[src/rtl/shm_pkg.sv]
// Package with the word types, constants and round functions of the SHA-256 hasher.
`default_nettype none
package shm_pkg;
   typedef struct packed {
      logic [31:0] data_word;
      logic [2:0]  byte_count;
      logic        last;
   } req_word_type;

   typedef struct packed {
      logic [31:0] digest_word;
      logic [2:0]  word_index;
      logic        last_word;
   } rsp_word_type;

   // A command from the front part to the compression engine.
   typedef struct packed {
      logic [15:0][31:0] block;
      logic              final_block;
   } blk_cmd_type;

   localparam logic [7:0] PAD_BYTE = 8'h80;
   localparam int unsigned LEN_LIMIT = 56;

   localparam logic [7:0][31:0] INIT_HASH = {
      32'h5be0cd19, 32'h1f83d9ab, 32'h9b05688c, 32'h510e527f,
      32'ha54ff53a, 32'h3c6ef372, 32'hbb67ae85, 32'h6a09e667};

   localparam logic [63:0][31:0] ROUND_K = {
      32'hc67178f2, 32'hbef9a3f7, 32'ha4506ceb, 32'h90befffa,
      32'h8cc70208, 32'h84c87814, 32'h78a5636f, 32'h748f82ee,
      32'h682e6ff3, 32'h5b9cca4f, 32'h4ed8aa4a, 32'h391c0cb3,
      32'h34b0bcb5, 32'h2748774c, 32'h1e376c08, 32'h19a4c116,
      32'h106aa070, 32'hf40e3585, 32'hd6990624, 32'hd192e819,
      32'hc76c51a3, 32'hc24b8b70, 32'ha81a664b, 32'ha2bfe8a1,
      32'h92722c85, 32'h81c2c92e, 32'h766a0abb, 32'h650a7354,
      32'h53380d13, 32'h4d2c6dfc, 32'h2e1b2138, 32'h27b70a85,
      32'h14292967, 32'h06ca6351, 32'hd5a79147, 32'hc6e00bf3,
      32'hbf597fc7, 32'hb00327c8, 32'ha831c66d, 32'h983e5152,
      32'h76f988da, 32'h5cb0a9dc, 32'h4a7484aa, 32'h2de92c6f,
      32'h240ca1cc, 32'h0fc19dc6, 32'hefbe4786, 32'he49b69c1,
      32'hc19bf174, 32'h9bdc06a7, 32'h80deb1fe, 32'h72be5d74,
      32'h550c7dc3, 32'h243185be, 32'h12835b01, 32'hd807aa98,
      32'hab1c5ed5, 32'h923f82a4, 32'h59f111f1, 32'h3956c25b,
      32'he9b5dba5, 32'hb5c0fbcf, 32'h71374491, 32'h428a2f98};

   function automatic logic [31:0] rotr(input logic [31:0] x, input int unsigned r);
      rotr = (x >> r) | (x << (32 - r));
   endfunction
endpackage
`default_nettype wire

[src/rtl/shm_queue.sv]
// Two-entry queue of block commands between the front part and the engine.
`default_nettype none
module shm_queue (
   input  wire logic                 clock,
   input  wire logic                 reset,
   input  wire logic                 in_valid,
   output logic                      in_ready,
   input  wire shm_pkg::blk_cmd_type in_word,
   output logic                      out_valid,
   input  wire logic                 out_ready,
   output shm_pkg::blk_cmd_type      out_word
);
   import shm_pkg::*;

   blk_cmd_type mem_ff [2];
   logic        wr_ff, rd_ff;
   logic [1:0]  count_ff;
   logic        push, pop;

   assign in_ready  = count_ff != 2'd2;
   assign out_valid = count_ff != 2'd0;
   assign out_word  = mem_ff[rd_ff];
   assign push = in_valid && in_ready;
   assign pop  = out_valid && out_ready;

   always_ff @(posedge clock) begin
      if (push) mem_ff[wr_ff] <= in_word;
      if (reset) begin
         wr_ff <= 1'b0;
         rd_ff <= 1'b0;
         count_ff <= 2'd0;
      end else begin
         if (push) wr_ff <= !wr_ff;
         if (pop) rd_ff <= !rd_ff;
         count_ff <= count_ff + {1'b0, push} - {1'b0, pop};
      end
   end
endmodule
`default_nettype wire

[config.mk]
export PLATFORM = sky130hd
export DESIGN_NAME = shm_queue
export DESIGN_NICKNAME = d
export VERILOG_FILES = /design/src/rtl/shm_pkg.sv /design/src/rtl/shm_queue.sv
export SDC_FILE = /design/constraint.sdc
export NUM_CORES = 1
export LEC_CHECK = 0
export BUFFER_PORTS_ARGS = -buffer_cell sky130_fd_sc_hd__buf_2
export CAP_MARGIN = 20
export CORE_AREA = 2 2 404 406
export CTS_CLUSTER_DIAMETER = 200
export DETAILED_ROUTE_END_ITERATION = 8
export DIE_AREA = 0 0 406 408
export MAX_ROUTING_LAYER = met4
export RECOVER_POWER = 25
export SKIP_LAST_GASP = 1
export SLEW_MARGIN = 0
export SYNTH_ARGS = -nofsm -noshare
export SYNTH_HDL_FRONTEND = slang
export SYNTH_SLANG_ARGS = --single-unit
[constraint.sdc]
create_clock -name clock -period 17 [get_ports clock]
set_clock_uncertainty 0.2 [all_clocks]
set_input_delay 2.55 -clock clock [delete_from_list [all_inputs] [get_ports clock]]
set_output_delay 2.55 -clock clock [all_outputs]
set_load 0.02 [all_outputs]
# Word level (Yosys, flattened, before mapping)
# Memories as Yosys holds them, arrays and structs flattened. A register that Yosys moved wholly into a read port is not among the register bits.
# Index checks and enable logic that the tools add are counted.
[op_classes] n_reduce_logical=5 n_addsub=2 mux=4 n_eq_ne=1
[op_table] cell="$mux W1" n=4
[op_table] cell="$add A2 B1 Y2" n=1
[op_table] cell="$logic_and A1 B1 Y1" n=2
[op_table] cell="$logic_not A1 Y1" n=2
[op_table] cell="$ne A2 B2 Y1 const B" n=1
[op_table] cell="$reduce_bool A2 Y1" n=1
[op_table] cell="$sub A2 B1 Y2" n=1
[word_totals] memories=1 out_inout_bits=515 wordCells=16 ram_bits=1026 register_bits=4
[mem_list] memory="mem_ff" words=2 width=513 rd=1 rd_ports_with_merged_regs=1 wr=1 line="shm_queue.sv:15" source="blk_cmd_type mem_ff [2];"

# Logic depth before layout (Yosys ltp)
[logic_depth] word_depth=4 mapped_depth=6

# Worst setup path before layout
# OpenSTA, ideal clock, no wires.
[synth_path] kind="input to register" start="in in_valid" end="mem mem_ff[1][0] (netlist name) (enable)" slack_ps=1629 t_required_ps=15851 n_path_buf=0 path_stages=1 arrival_ps=14222 cell_sequence="and3_1"
[synth_via] elab_chain_len=3
[synth_lines] item="start, declared" line="shm_queue.sv:6" source="input wire logic in_valid,"
[synth_lines] item="$logic_and A1 B1 Y1" line="shm_queue.sv:23" source="assign push = in_valid && in_ready;"
[synth_lines] item="$mux W1" line="shm_queue.sv:27" source="if (push) mem_ff[wr_ff] <= in_word;"
[synth_lines] item="$mux W1 (implied by the code)" line="shm_queue.sv:27"
[synth_lines] item="end, declared" line="shm_queue.sv:15"
# No other way between the ends.

==> reports/qor.csv <==
metric;value;unit
outcome;complete, no violations;
worst rel slew slack;0.299;
crit-path cells;buf_12 > buf_4 > buf_12 > mux2_2 > buf_2;
H-tree levels;3;
Startpoint Class;flop;
# rows;148;
CTS sink count;1031;
maximum VDD drop;0.0897;mV
dpl cells;4790;
Synth top cells by count;edfxtp_1 (1026), mux2_4 (470), mux2_2 (43);
share of post-route cells with drive strength above 1;0.557;
# setup viols final;0;
WP data arrival;4.60;ns
FF/Latch Area;30900;sq um
largest net degree at the start of global routing;155;
Syn-to-layout area delta;27.2;%
FF+latch count, synth;1031;
clock buffer count from CTS;108;
worst slew pin tran;1.05;ns
Crit-path slowest cell;buf_4;
number of fill cells;15900;
CTS max path bufs;3;
period utilization;0.433;
worst-skew pair later-pin latency;0.71;ns
Post-Layout Cell Count;5041;
antenna violations before repair;77;
DRC violations left;0;
CTS tree;done;
HPWL after DPL;86.1;mm
Tightest Hold Check Type;flop to flop;
Wirelength per Cell;22.8;um
asr flop ratio synth;0;
post-synthesis cell area;39300;sq um
chip width;406;um
fmax;0.136;GHz
grt total ovfl;0;
Critical Path RT;14.25;ns
Synth Warn #;0;
PD cells;145;nW/um^2
DP Worst Slack;10.16;ns
Mean Syn Cell Area;24.2;sq um
Vias/cell;3.98;
unique cell type count in the Yosys netlist;25;
Vias;20100;
Routed Antenna Nets;0;
critical path fanouts, max;121;
RSZ-0062 raised after global routing;false;
fin. max-slew vios;0;
Die H;408;um
vias in the first global route;20600;
IO Port Bufs;1031;
setup TNS;0;ns
EDFF count, synth;1026;
Main synth FF type;edfxtp_1;
# hold bufs at CTS;0;
Synth Net Count;2143;
share of the synthesized area in the top cell type;0.783;
CTS Root Cell;clkbuf_16;
# resized after CTS;0;
Starting DRT DRC Count;1288;
CP Capture Type;output pin;
Post-CTS Setup Inserts;0;
Starting Density;0.243;
CP top delay family;buffers and inverters;
Hold Violations, Final;0;
first-pass GRT wire length;154;mm
die area;166000;sq um
area of the multi-input gates;7700;sq um
max-cap viol count;0;
1st-pass router iterations;5;
Largest stage delay, worst path;0.85;ns
post-synthesis sequential area ratio;0.786;
post-route minimum period;7.35;ns
core area;162000;sq um
Reg clk slew, reported paths;0.06;ns
total track usage;0.137;
critical path class;flop to output pin;
count leader, synth;edfxtp_1;
crit path buf inv count;4;
largest area contributor in the netlist;edfxtp_1;
Final WS setup;9.65;ns
GPL Wtd Cong;0.906;
IO Count;1032;
cell count after synthesis;1625;
synth top area cells;edfxtp_1 (78%), mux2_4 (18%), mux2_2 (1.2%);
# nets final;3243;
Total Wirelength;115;mm
most used cell, CP;buf_12;
leakage;0.0186;uW
## stage by stage
step	hold WS [ns]	util	total power (uW)	instance area, sq um
after detailed placement	0.298	0.289	5070	46700
after CTS	0.313	0.310	7350	50100
final	0.307	0.310	7230	50100
after global routing	0.368	0.310	7510	50100
after global placement	0.290	0.289	5060	46700
after floorplan	0.272	-	4630	39300
## path summary, 6_finish.rpt
check | from | depth (start not counted) | endpoint | slack [ns]
worst max-delay path | flop | 5 | out_word[512] | 9.65
worst min register to register | rd_ff$_SDFFE_PP0P_ | 2 | rd_ff$_SDFFE_PP0P_ | 0.31
worst max register to register | count_ff[0]$_SDFF_PP0_ | 5 | mem_ff[1][319]$_DFFE_PP_ | 12.31
worst min-delay path | rd_ff$_SDFFE_PP0P_ | 2 | rd_ff$_SDFFE_PP0P_ | 0.31
## cell type report
| class | instances | share of cell area |
|---|---|---|
| Clock buffer | 132 | 0.0562 |
| Antenna cell | 60 | 0.00300 |
| Clock inverter | 59 | 0.0114 |
| Timing Repair Buffer | 1047 | 0.103 |
| Inverter | 1 | 0.000225 |
| Sequential cell | 1031 | 0.618 |
| Tap cell | 2175 | 0.0544 |
| Multi-Input combinational cell | 536 | 0.154 |
## cell families (layout without fill, tap and decap cells)
kind of cell,after synthesis,after routing,synth area share
muxes,513,513,0.192
and+or+nand+nor,15,15,0.00219
xor gates and xnor gates,1,1,0.000223
DFF,1031,1031,0.786
adders and majority gates,1,1,0.000318
AOI/OAI and AO/OA,6,6,0.00111
other,0,60,0
buffers and inverters,58,1239,0.0187
## per-layer routing
| metal | global-route usage | up-vias | part of all wire |
|---|---|---|---|
| met1 | 0.138 | 10100 | 0.36 |
| met5 | - | - | 0 |
| li1 | - | 8820 | - |
| met2 | 0.233 | 885 | 0.50 |
| met4 | 0.0508 | 0 | 0.037 |
| met3 | 0.0587 | 243 | 0.10 |
## registers in the layout (all words and copies together) (netlist names), named ones only
signal	cells
wr_ff	1
mem_ff	1026
rd_ff	1
count_ff	2
## power breakdown
part	internal, uW	total (uW)	switching (uW)
Sequential	3090	3180	83.0
Combinational	759	1810	1050
Clock	1270	2250	982
Total	5120	7230	2110
## tightest hold or removal path, stage by stage (launching register included)
cell,delay (ns)
dfxtp_1,0.32
xor2_1,0.08
nor2_1,0.07
## cell usage in the layout (no fill, tap or decap), types with 9 or more instances in the layout
cell type / instances
edfxtp_1: 1026
clkbuf_16: 109
clkinv_1: 22
mux2_4: 470
buf_2: 881
clkinv_2: 14
mux2_2: 43
diode_2: 60
clkbuf_1: 170
buf_4: 9
Power figures use the tool's default switching activity.
