==> src/rtl/shm_pkg.sv <==
// Package with the word types, constants and round functions of the SHA-256 hasher.
`default_nettype none
package shm_pkg;
   typedef struct packed {
      logic [31:0] data_word;
      logic [2:0]  byte_count;
      logic        last;
   } req_word_type;

   typedef struct packed {
      logic [31:0] digest_word;
      logic [2:0]  word_index;
      logic        last_word;
   } rsp_word_type;

   // A command from the front part to the compression engine.
   typedef struct packed {
      logic [15:0][31:0] block;
      logic              final_block;
   } blk_cmd_type;

   localparam logic [7:0] PAD_BYTE = 8'h80;
   localparam int unsigned LEN_LIMIT = 56;

   localparam logic [7:0][31:0] INIT_HASH = {
      32'h5be0cd19, 32'h1f83d9ab, 32'h9b05688c, 32'h510e527f,
      32'ha54ff53a, 32'h3c6ef372, 32'hbb67ae85, 32'h6a09e667};

   localparam logic [63:0][31:0] ROUND_K = {
      32'hc67178f2, 32'hbef9a3f7, 32'ha4506ceb, 32'h90befffa,
      32'h8cc70208, 32'h84c87814, 32'h78a5636f, 32'h748f82ee,
      32'h682e6ff3, 32'h5b9cca4f, 32'h4ed8aa4a, 32'h391c0cb3,
      32'h34b0bcb5, 32'h2748774c, 32'h1e376c08, 32'h19a4c116,
      32'h106aa070, 32'hf40e3585, 32'hd6990624, 32'hd192e819,
      32'hc76c51a3, 32'hc24b8b70, 32'ha81a664b, 32'ha2bfe8a1,
      32'h92722c85, 32'h81c2c92e, 32'h766a0abb, 32'h650a7354,
      32'h53380d13, 32'h4d2c6dfc, 32'h2e1b2138, 32'h27b70a85,
      32'h14292967, 32'h06ca6351, 32'hd5a79147, 32'hc6e00bf3,
      32'hbf597fc7, 32'hb00327c8, 32'ha831c66d, 32'h983e5152,
      32'h76f988da, 32'h5cb0a9dc, 32'h4a7484aa, 32'h2de92c6f,
      32'h240ca1cc, 32'h0fc19dc6, 32'hefbe4786, 32'he49b69c1,
      32'hc19bf174, 32'h9bdc06a7, 32'h80deb1fe, 32'h72be5d74,
      32'h550c7dc3, 32'h243185be, 32'h12835b01, 32'hd807aa98,
      32'hab1c5ed5, 32'h923f82a4, 32'h59f111f1, 32'h3956c25b,
      32'he9b5dba5, 32'hb5c0fbcf, 32'h71374491, 32'h428a2f98};

   function automatic logic [31:0] rotr(input logic [31:0] x, input int unsigned r);
      rotr = (x >> r) | (x << (32 - r));
   endfunction
endpackage
`default_nettype wire

==> src/rtl/shm_engine.sv <==
// Back part: 64-round compression, one round a cycle, and digest word output.
`default_nettype none
module shm_engine (
   input  wire logic                 clock,
   input  wire logic                 reset,
   input  wire logic                 cmd_valid,
   output logic                      cmd_ready,
   input  wire shm_pkg::blk_cmd_type cmd_word,
   output logic                      rsp_valid,
   input  wire logic                 rsp_ready,
   output shm_pkg::rsp_word_type     rsp_word
);
   import shm_pkg::*;

   typedef enum logic [1:0] {EN_IDLE, EN_ROUND, EN_ADD, EN_EMIT} en_state_type;

   en_state_type      state_ff;
   logic [7:0][31:0]  hash_ff;
   logic [7:0][31:0]  work_ff;
   logic [15:0][31:0] sched_ff;
   logic [5:0]        round_ff;
   logic [2:0]        idx_ff;
   logic              final_ff;
   logic              ovalid_ff;
   rsp_word_type      oword_ff;

   logic [31:0] a, e, t1, t2, wt, wnext, s0, s1;

   assign cmd_ready = (state_ff == EN_IDLE);
   assign rsp_valid = ovalid_ff;
   assign rsp_word  = oword_ff;

   // One round and one schedule step.
   always_comb begin
      a  = work_ff[0];
      e  = work_ff[4];
      wt = sched_ff[0];
      t1 = work_ff[7] + (rotr(e, 6) ^ rotr(e, 11) ^ rotr(e, 25))
         + ((e & work_ff[5]) ^ (~e & work_ff[6])) + ROUND_K[round_ff] + wt;
      t2 = (rotr(a, 2) ^ rotr(a, 13) ^ rotr(a, 22))
         + ((a & work_ff[1]) ^ (a & work_ff[2]) ^ (work_ff[1] & work_ff[2]));
      s0 = rotr(sched_ff[1], 7) ^ rotr(sched_ff[1], 18) ^ (sched_ff[1] >> 3);
      s1 = rotr(sched_ff[14], 17) ^ rotr(sched_ff[14], 19) ^ (sched_ff[14] >> 10);
      wnext = sched_ff[0] + s0 + sched_ff[9] + s1;
   end

   always_ff @(posedge clock) begin
      if (reset) begin
         state_ff  <= EN_IDLE;
         hash_ff   <= INIT_HASH;
         ovalid_ff <= 1'b0;
         round_ff  <= 6'd0;
         idx_ff    <= 3'd0;
         final_ff  <= 1'b0;
      end else begin
         case (state_ff)
            EN_IDLE: begin
               if (cmd_valid) begin
                  sched_ff <= cmd_word.block;
                  final_ff <= cmd_word.final_block;
                  work_ff  <= hash_ff;
                  round_ff <= 6'd0;
                  state_ff <= EN_ROUND;
               end
            end
            EN_ROUND: begin
               work_ff  <= {work_ff[6:4], work_ff[3] + t1, work_ff[2:0], t1 + t2};
               sched_ff <= {wnext, sched_ff[15:1]};
               round_ff <= round_ff + 6'd1;
               if (round_ff == 6'd63) state_ff <= EN_ADD;
            end
            EN_ADD: begin
               for (int i = 0; i < 8; i++) hash_ff[i] <= hash_ff[i] + work_ff[i];
               idx_ff   <= 3'd0;
               state_ff <= final_ff ? EN_EMIT : EN_IDLE;
            end
            default: begin
               // Stream the eight digest words, then restore the initial value.
               if (!ovalid_ff || rsp_ready) begin
                  ovalid_ff <= 1'b1;
                  oword_ff  <= '{digest_word: hash_ff[idx_ff], word_index: idx_ff,
                                last_word: idx_ff == 3'd7};
                  idx_ff    <= idx_ff + 3'd1;
                  if (idx_ff == 3'd7) begin
                     hash_ff  <= INIT_HASH;
                     state_ff <= EN_IDLE;
                  end
               end
            end
         endcase
         if (state_ff != EN_EMIT && ovalid_ff && rsp_ready) ovalid_ff <= 1'b0;
      end
   end
endmodule
`default_nettype wire

==> config.mk <==
export PLATFORM = sky130hd
export DESIGN_NAME = shm_engine
export DESIGN_NICKNAME = d
export VERILOG_FILES = /design/src/rtl/shm_pkg.sv /design/src/rtl/shm_engine.sv
export SDC_FILE = /design/constraint.sdc
export NUM_CORES = 2
export LEC_CHECK = 0
export ABC_AREA = 1
export BUFFER_PORTS_ARGS = -buffer_cell sky130_fd_sc_hd__buf_4
export CAP_MARGIN = 20
export CORE_MARGIN = 3
export CORE_UTILIZATION = 23
export DETAILED_ROUTE_END_ITERATION = 12
export MAX_ROUTING_LAYER = met4
export PLACE_DENSITY = 0.44
export SLEW_MARGIN = 20
export SYNTH_ARGS = -nofsm -noshare
export SYNTH_HDL_FRONTEND = slang
export SYNTH_SLANG_ARGS = --single-unit
export TNS_END_PERCENT = 100
==> constraint.sdc <==
create_clock -name clock -period 41.2 [get_ports clock]
set_input_delay 2.06 -clock clock [delete_from_list [all_inputs] [get_ports clock]]
set_output_delay 2.06 -clock clock [all_outputs]
set_load 0.01 [all_outputs]
# Word-level counts from Yosys, hierarchy flattened
# Memories as Yosys holds them, arrays and structs flattened. A register that Yosys moved wholly into a read port is not among the register bits.
# Index checks and enable logic that the tools add are counted.
# classes
n_mux,22
eq_ne,7
addsub,20
n_bitwise,30
reduce_logical,21
magnitude_cmp,2
# ops
op,n
one-hot mux 256 bit (2 select lines),2
one-hot mux 512 bit (2 select lines),1
2-to-1 mux 256 bit,3
adder 32 bit,18
2-to-1 mux 512 bit,1
bitwise XOR 32 bit,9
bitwise AND 32 bit,5
binary-select mux 32 bit (select 3 bit),1
2-to-1 mux 32 bit,2
NOT 32 bit,1
OR 10 x 32 -> 32 bit,1
OR 13 x 32 -> 32 bit,1
OR 14 x 32 -> 32 bit,1
OR 15 x 32 -> 32 bit,1
OR 19 x 32 -> 32 bit,1
OR 21 x 32 -> 32 bit,1
OR 25 x 32 -> 32 bit,1
OR 26 x 32 -> 32 bit,1
OR 30 x 32 -> 32 bit,1
OR 7 x 32 -> 32 bit,1
bitwise XOR 32 x 22 -> 32 bit,1
bitwise XOR 32 x 29 -> 32 bit,1
2-to-1 mux 6 bit,3
one-hot mux 6 bit (2 select lines),1
25 further kinds,43
# word_totals
rom_bits,2048
memories,1
register_bits,1073
input_bits,517
word_cells,143
out_inout_bits,38
# memory_table
memory,depth,width,read_ports,rd_clocked_by_memory_dff,wr,line_no,rtl
(no name shown),64,32,1,1,0,shm_engine.sv:39,+ ((e & work_ff[5]) ^ (~e & work_ff[6])) + ROUND_K[round_ff] + wt;

# Depth between registers and ports, before layout
# logic_depth
ltp_word,9
ltp_mapped,35
depth_no_buf,34

# Least setup slack after synthesis
# Ideal clock, no wire load.
# synth_timing
path_kind,input-to-reg
start,in reset
end,"reg work_ff (netlist bit a[0]), enable pin"
setup_ns,1.923
t_required_ns,39.277
path_buffers,3
cell_stages,4
slack_ns,4.867
arrival_time_ns,34.410
path_cell_list,buf_2 > clkbuf_1 > clkbuf_1 > nor2_1
# synth_via
elab_chain_cells,2
# synth_rtl
element,line_no,rtl
from (decl),shm_engine.sv:5,"input wire logic reset,"
NOT 1 bit (no line),n/a,
AND reduction 3 bit (no line),n/a,
to (signal assigned),shm_engine.sv:61,work_ff <= hash_ff;
to (signal assigned),shm_engine.sv:67,"work_ff <= {work_ff[6:4], work_ff[3] + t1, work_ff[2:0], t1 + t2};"
to (decl),shm_engine.sv:19,logic [7:0][31:0] work_ff;
# No other way between the ends.
# A chain may end at the register's enable or synchronous reset.

# Final worst setup path
# layout_timing
start,reg work_ff (netlist bit e[9])
end,reg work_ff (netlist bit a[21]) (data pin)
# layout_via
elab_chain_cells,9
elab_cells_between_ends,14
classes_between,add/sub (5); mux (1); bitwise (8)
# layout_rtl
element,line_no,rtl
OR 26 x 32 -> 32 bit,shm_pkg.sv:48,rotr = (x >> r) | (x << (32 - r));
bitwise XOR 32 bit (2 in a row),shm_engine.sv:38,"t1 = work_ff[7] + (rotr(e, 6) ^ rotr(e, 11) ^ rotr(e, 25))"
adder 32 bit,shm_engine.sv:38,
adder 32 bit * (3 in a row),shm_engine.sv:39,
adder 32 bit *,shm_engine.sv:67,
one-hot mux 256 bit (2 select lines) *,shm_engine.sv:56,case (state_ff)
# Every way passes the cells marked *; elsewhere a longest branch is shown, timed or not.

==> impl_metrics.json <==
{
  "cts_tree": "yes",
  "finalCritPeriodShare_pct": 17.7,
  "async_flop_share_pct": 0,
  "synthXorXnorAreaFrac_pct": 3.84,
  "ys.flop_type": "edfxtp_1",
  "hpwl_um": 323000,
  "required_ns": 41.78,
  "post_cts_resized": 0,
  "portBuffers": 554,
  "num_rows": 214,
  "tightestPinTransition_ns": 1.27,
  "synth_cells": 10600,
  "yosys.area_share.simple_pct": 24.2,
  "synth_top_family_by_area": "simple AND/OR/NAND/NOR gates",
  "maxSlewViolCount": 0,
  "fin_nets": 12000,
  "antenna_found_initial": 41,
  "yosysWarningCount": 0,
  "nFillCells": 37700,
  "dr.pass1.iters": 7,
  "min_period_ns": 7.28,
  "setup.worst_path.start_class": "register",
  "syn_nets": 11700,
  "grt_max_degree": 211,
  "die_width_um": 593,
  "cts_made_buffers": 150,
  "worstPathMaxFanout": 7,
  "crit_top_cell": "inv_1",
  "vias": 75800,
  "totalWireLength_um": 406000,
  "critPathMaxStageDelay_ns": 0.55,
  "r2r_end": "a[21]",
  "io_pins": 555,
  "syn_area_per_cell_sq_um": 7.50,
  "muxShareOfSynthArea_pct": 0.0411,
  "ctsHoldBuffers": 0,
  "drtAntennaViolNets": 0,
  "setup_viol": 0,
  "fmax_ghz": 0.137,
  "synth_compound_area_share_pct": 14.8,
  "placed_area_sq_mm": 0.0881,
  "cts-root-buf": "clkbuf_16",
  "drtIter0Drc": 8395,
  "fin_setup_tns_ns": 0,
  "die_y_um": 593,
  "synth_edf_count": 804,
  "yosys.area.top_type": "edfxtp_1",
  "run_status": "complete, no violations",
  "synthAdderAreaFrac_pct": 11.2,
  "synthMostInstantiatedCell": "nand2_1",
  "drive_above_1_share_pct": 8.29,
  "fin_util_pct": 27.3,
  "synth.top_cell.area_share_pct": 30.5,
  "critical_path_class": "register to register",
  "clk_latency_ns": 0.89,
  "reg2reg_from": "e[9]",
  "worst_r2r_path_depth": 30,
  "final_area_sq_mm": 0.0930,
  "syn_area_sq_mm": 0.0791,
  "htree_num_levels": 4,
  "clock_skew_ns": 0.0828,
  "yosysSeqAreaShare_pct": 38.1,
  "slew_headroom_pct": 14.4,
  "hold_class": "register to register",
  "grt_pass1_vias": 69900,
  "viasPerCell": 4.86,
  "die_area_sq_mm": 0.351,
  "rsz0062_at_grt": "false",
  "syn2layout_area_growth_pct": 17.5,
  "synth.area.top_cells": "edfxtp_1, nand2_1, dfxtp_1",
  "critPathLaunch": "e[9]",
  "max_cap_violations": 0,
  "crit_path_end": "a[21]",
  "grt_overflow": 0,
  "crit_arrival_ns": 7.86,
  "drc": 0,
  "slowest_stage": "edfxtp_1",
  "design.core.area_sq_mm": 0.341,
  "cts.sinks": 1105,
  "synth_cell_types": 62,
  "track_usage_pct": 22.8,
  "synth_commonest_cells": "nand2_1, inv_1, o21ai_0",
  "wl_per_cell_um": 26.0,
  "cts_setup_buffers": 0,
  "rrSetupSlack_ns": 33.92,
  "grt_first_pass_wirelength_um": 552000,
  "ys_ff_latch": 1105,
  "initial_core_util_pct": 23.2,
  "whs_ns": 0.491,
  "hold_viol_final": 0,
  "clk_pin_slew_ns": 0.06,
  "gp_congestion": 1.01,
  "cp-end-kind": "register",
  "cts_max_path_buffers": 4
}
==> worst max-delay path, delay by kind of cell (launching register included) <==
kind / cells / cell delay, ns
xor gates and xnor gates: 3 / 0.65
and+or+nand+nor: 7 / 0.78
adders and majority gates: 6 / 2.62
AOI/OAI and AO/OA: 8 / 1.99
buffers and inverters: 6 / 0.45
DFF: 1 / 0.55
==> cells by family after synthesis <==
logic type      after synthesis
simple gates               4741
mux                           3
flops                      1105
compound gates             2148
fa+ha+maj                   593
buf+inv                    1621
xor+xnor                    347
==> stage by stage <==
step	worst slack, ns	instances
2_1_floorplan	4.87	10600
3_5_place_dp	33.97	15300
5_1_grt	33.35	15600
3_3_place_gp	33.90	15300
6_report	33.92	15600
4_1_cts	33.94	15600
==> area by class of cell <==
class / instances / area [sq um] / share of cell area [%]
antenna: 25 / 62.6 / 0.0673
clock buffer: 201 / 4110 / 4.42
inverter: 1212 / 4570 / 4.92
clock inverter: 69 / 742 / 0.798
sequential: 1105 / 30200 / 32.4
tap: 4536 / 5680 / 6.10
timing repair buffer: 624 / 4810 / 5.17
multi-input combinational: 7832 / 42900 / 46.1
==> sequential cells by signal (all words and copies together) (netlist names), 2 cells and up, named ones only <==
register / cells
wt: 32
state_ff: 2
sched_ff: 480
rsp_word: 36
e: 32
round_ff: 6
hash_ff: 256
work_ff: 192
idx_ff: 3
a: 32
==> how the worst min path moves through the flow <==
| stage | start | end | slack, ns | cells past startpoint |
|---|---|---|---|---|
| 2_1_floorplan | idx_ff[1] | rsp_word[2] | 0.43 | 0 |
| 3_3_place_gp | hash_ff[64] | hash_ff[64] | 0.48 | 2 |
| 3_5_place_dp | hash_ff[89] | hash_ff[89] | 0.48 | 2 |
| 4_1_cts | hash_ff[89] | hash_ff[89] | 0.49 | 2 |
| 5_1_grt | hash_ff[35] | hash_ff[35] | 0.51 | 2 |
| 6_report | hash_ff[35] | hash_ff[35] | 0.49 | 2 |
==> routing by layer <==
metal / part of all wire [%] / vias to the layer above / GRT usage (%)
li1: - / 35700 / -
met1: 47 / 36700 / 32.6
met2: 42 / 3055 / 32.5
met3: 8.7 / 388 / 4.78
met4: 2.5 / 0 / 5.31
met5: 0 / - / -
==> layout by cell type (no fill, tap or decap), types with 42 or more instances in the layout <==
cell,Yosys,final
nand2_1,3362,3362
inv_1,1201,1197
o21ai_0,912,908
a21oi_1,815,814
edfxtp_1,804,804
buf_4,2,614
nor2_1,586,583
nand3_1,507,507
ha_1,396,394
dfxtp_1,301,299
fa_1,195,195
xor2_1,175,175
xnor2_1,172,172
clkbuf_16,0,154
nand4_1,107,107
a31oi_1,79,79
nor3_1,71,71
o211ai_1,67,67
o21bai_1,62,62
a21o_1,55,55
o21a_1,42,42
Power is left out: the tool's default activity adds up to more than one toggle a clock period on the data nets, which glitch-free logic cannot reach.
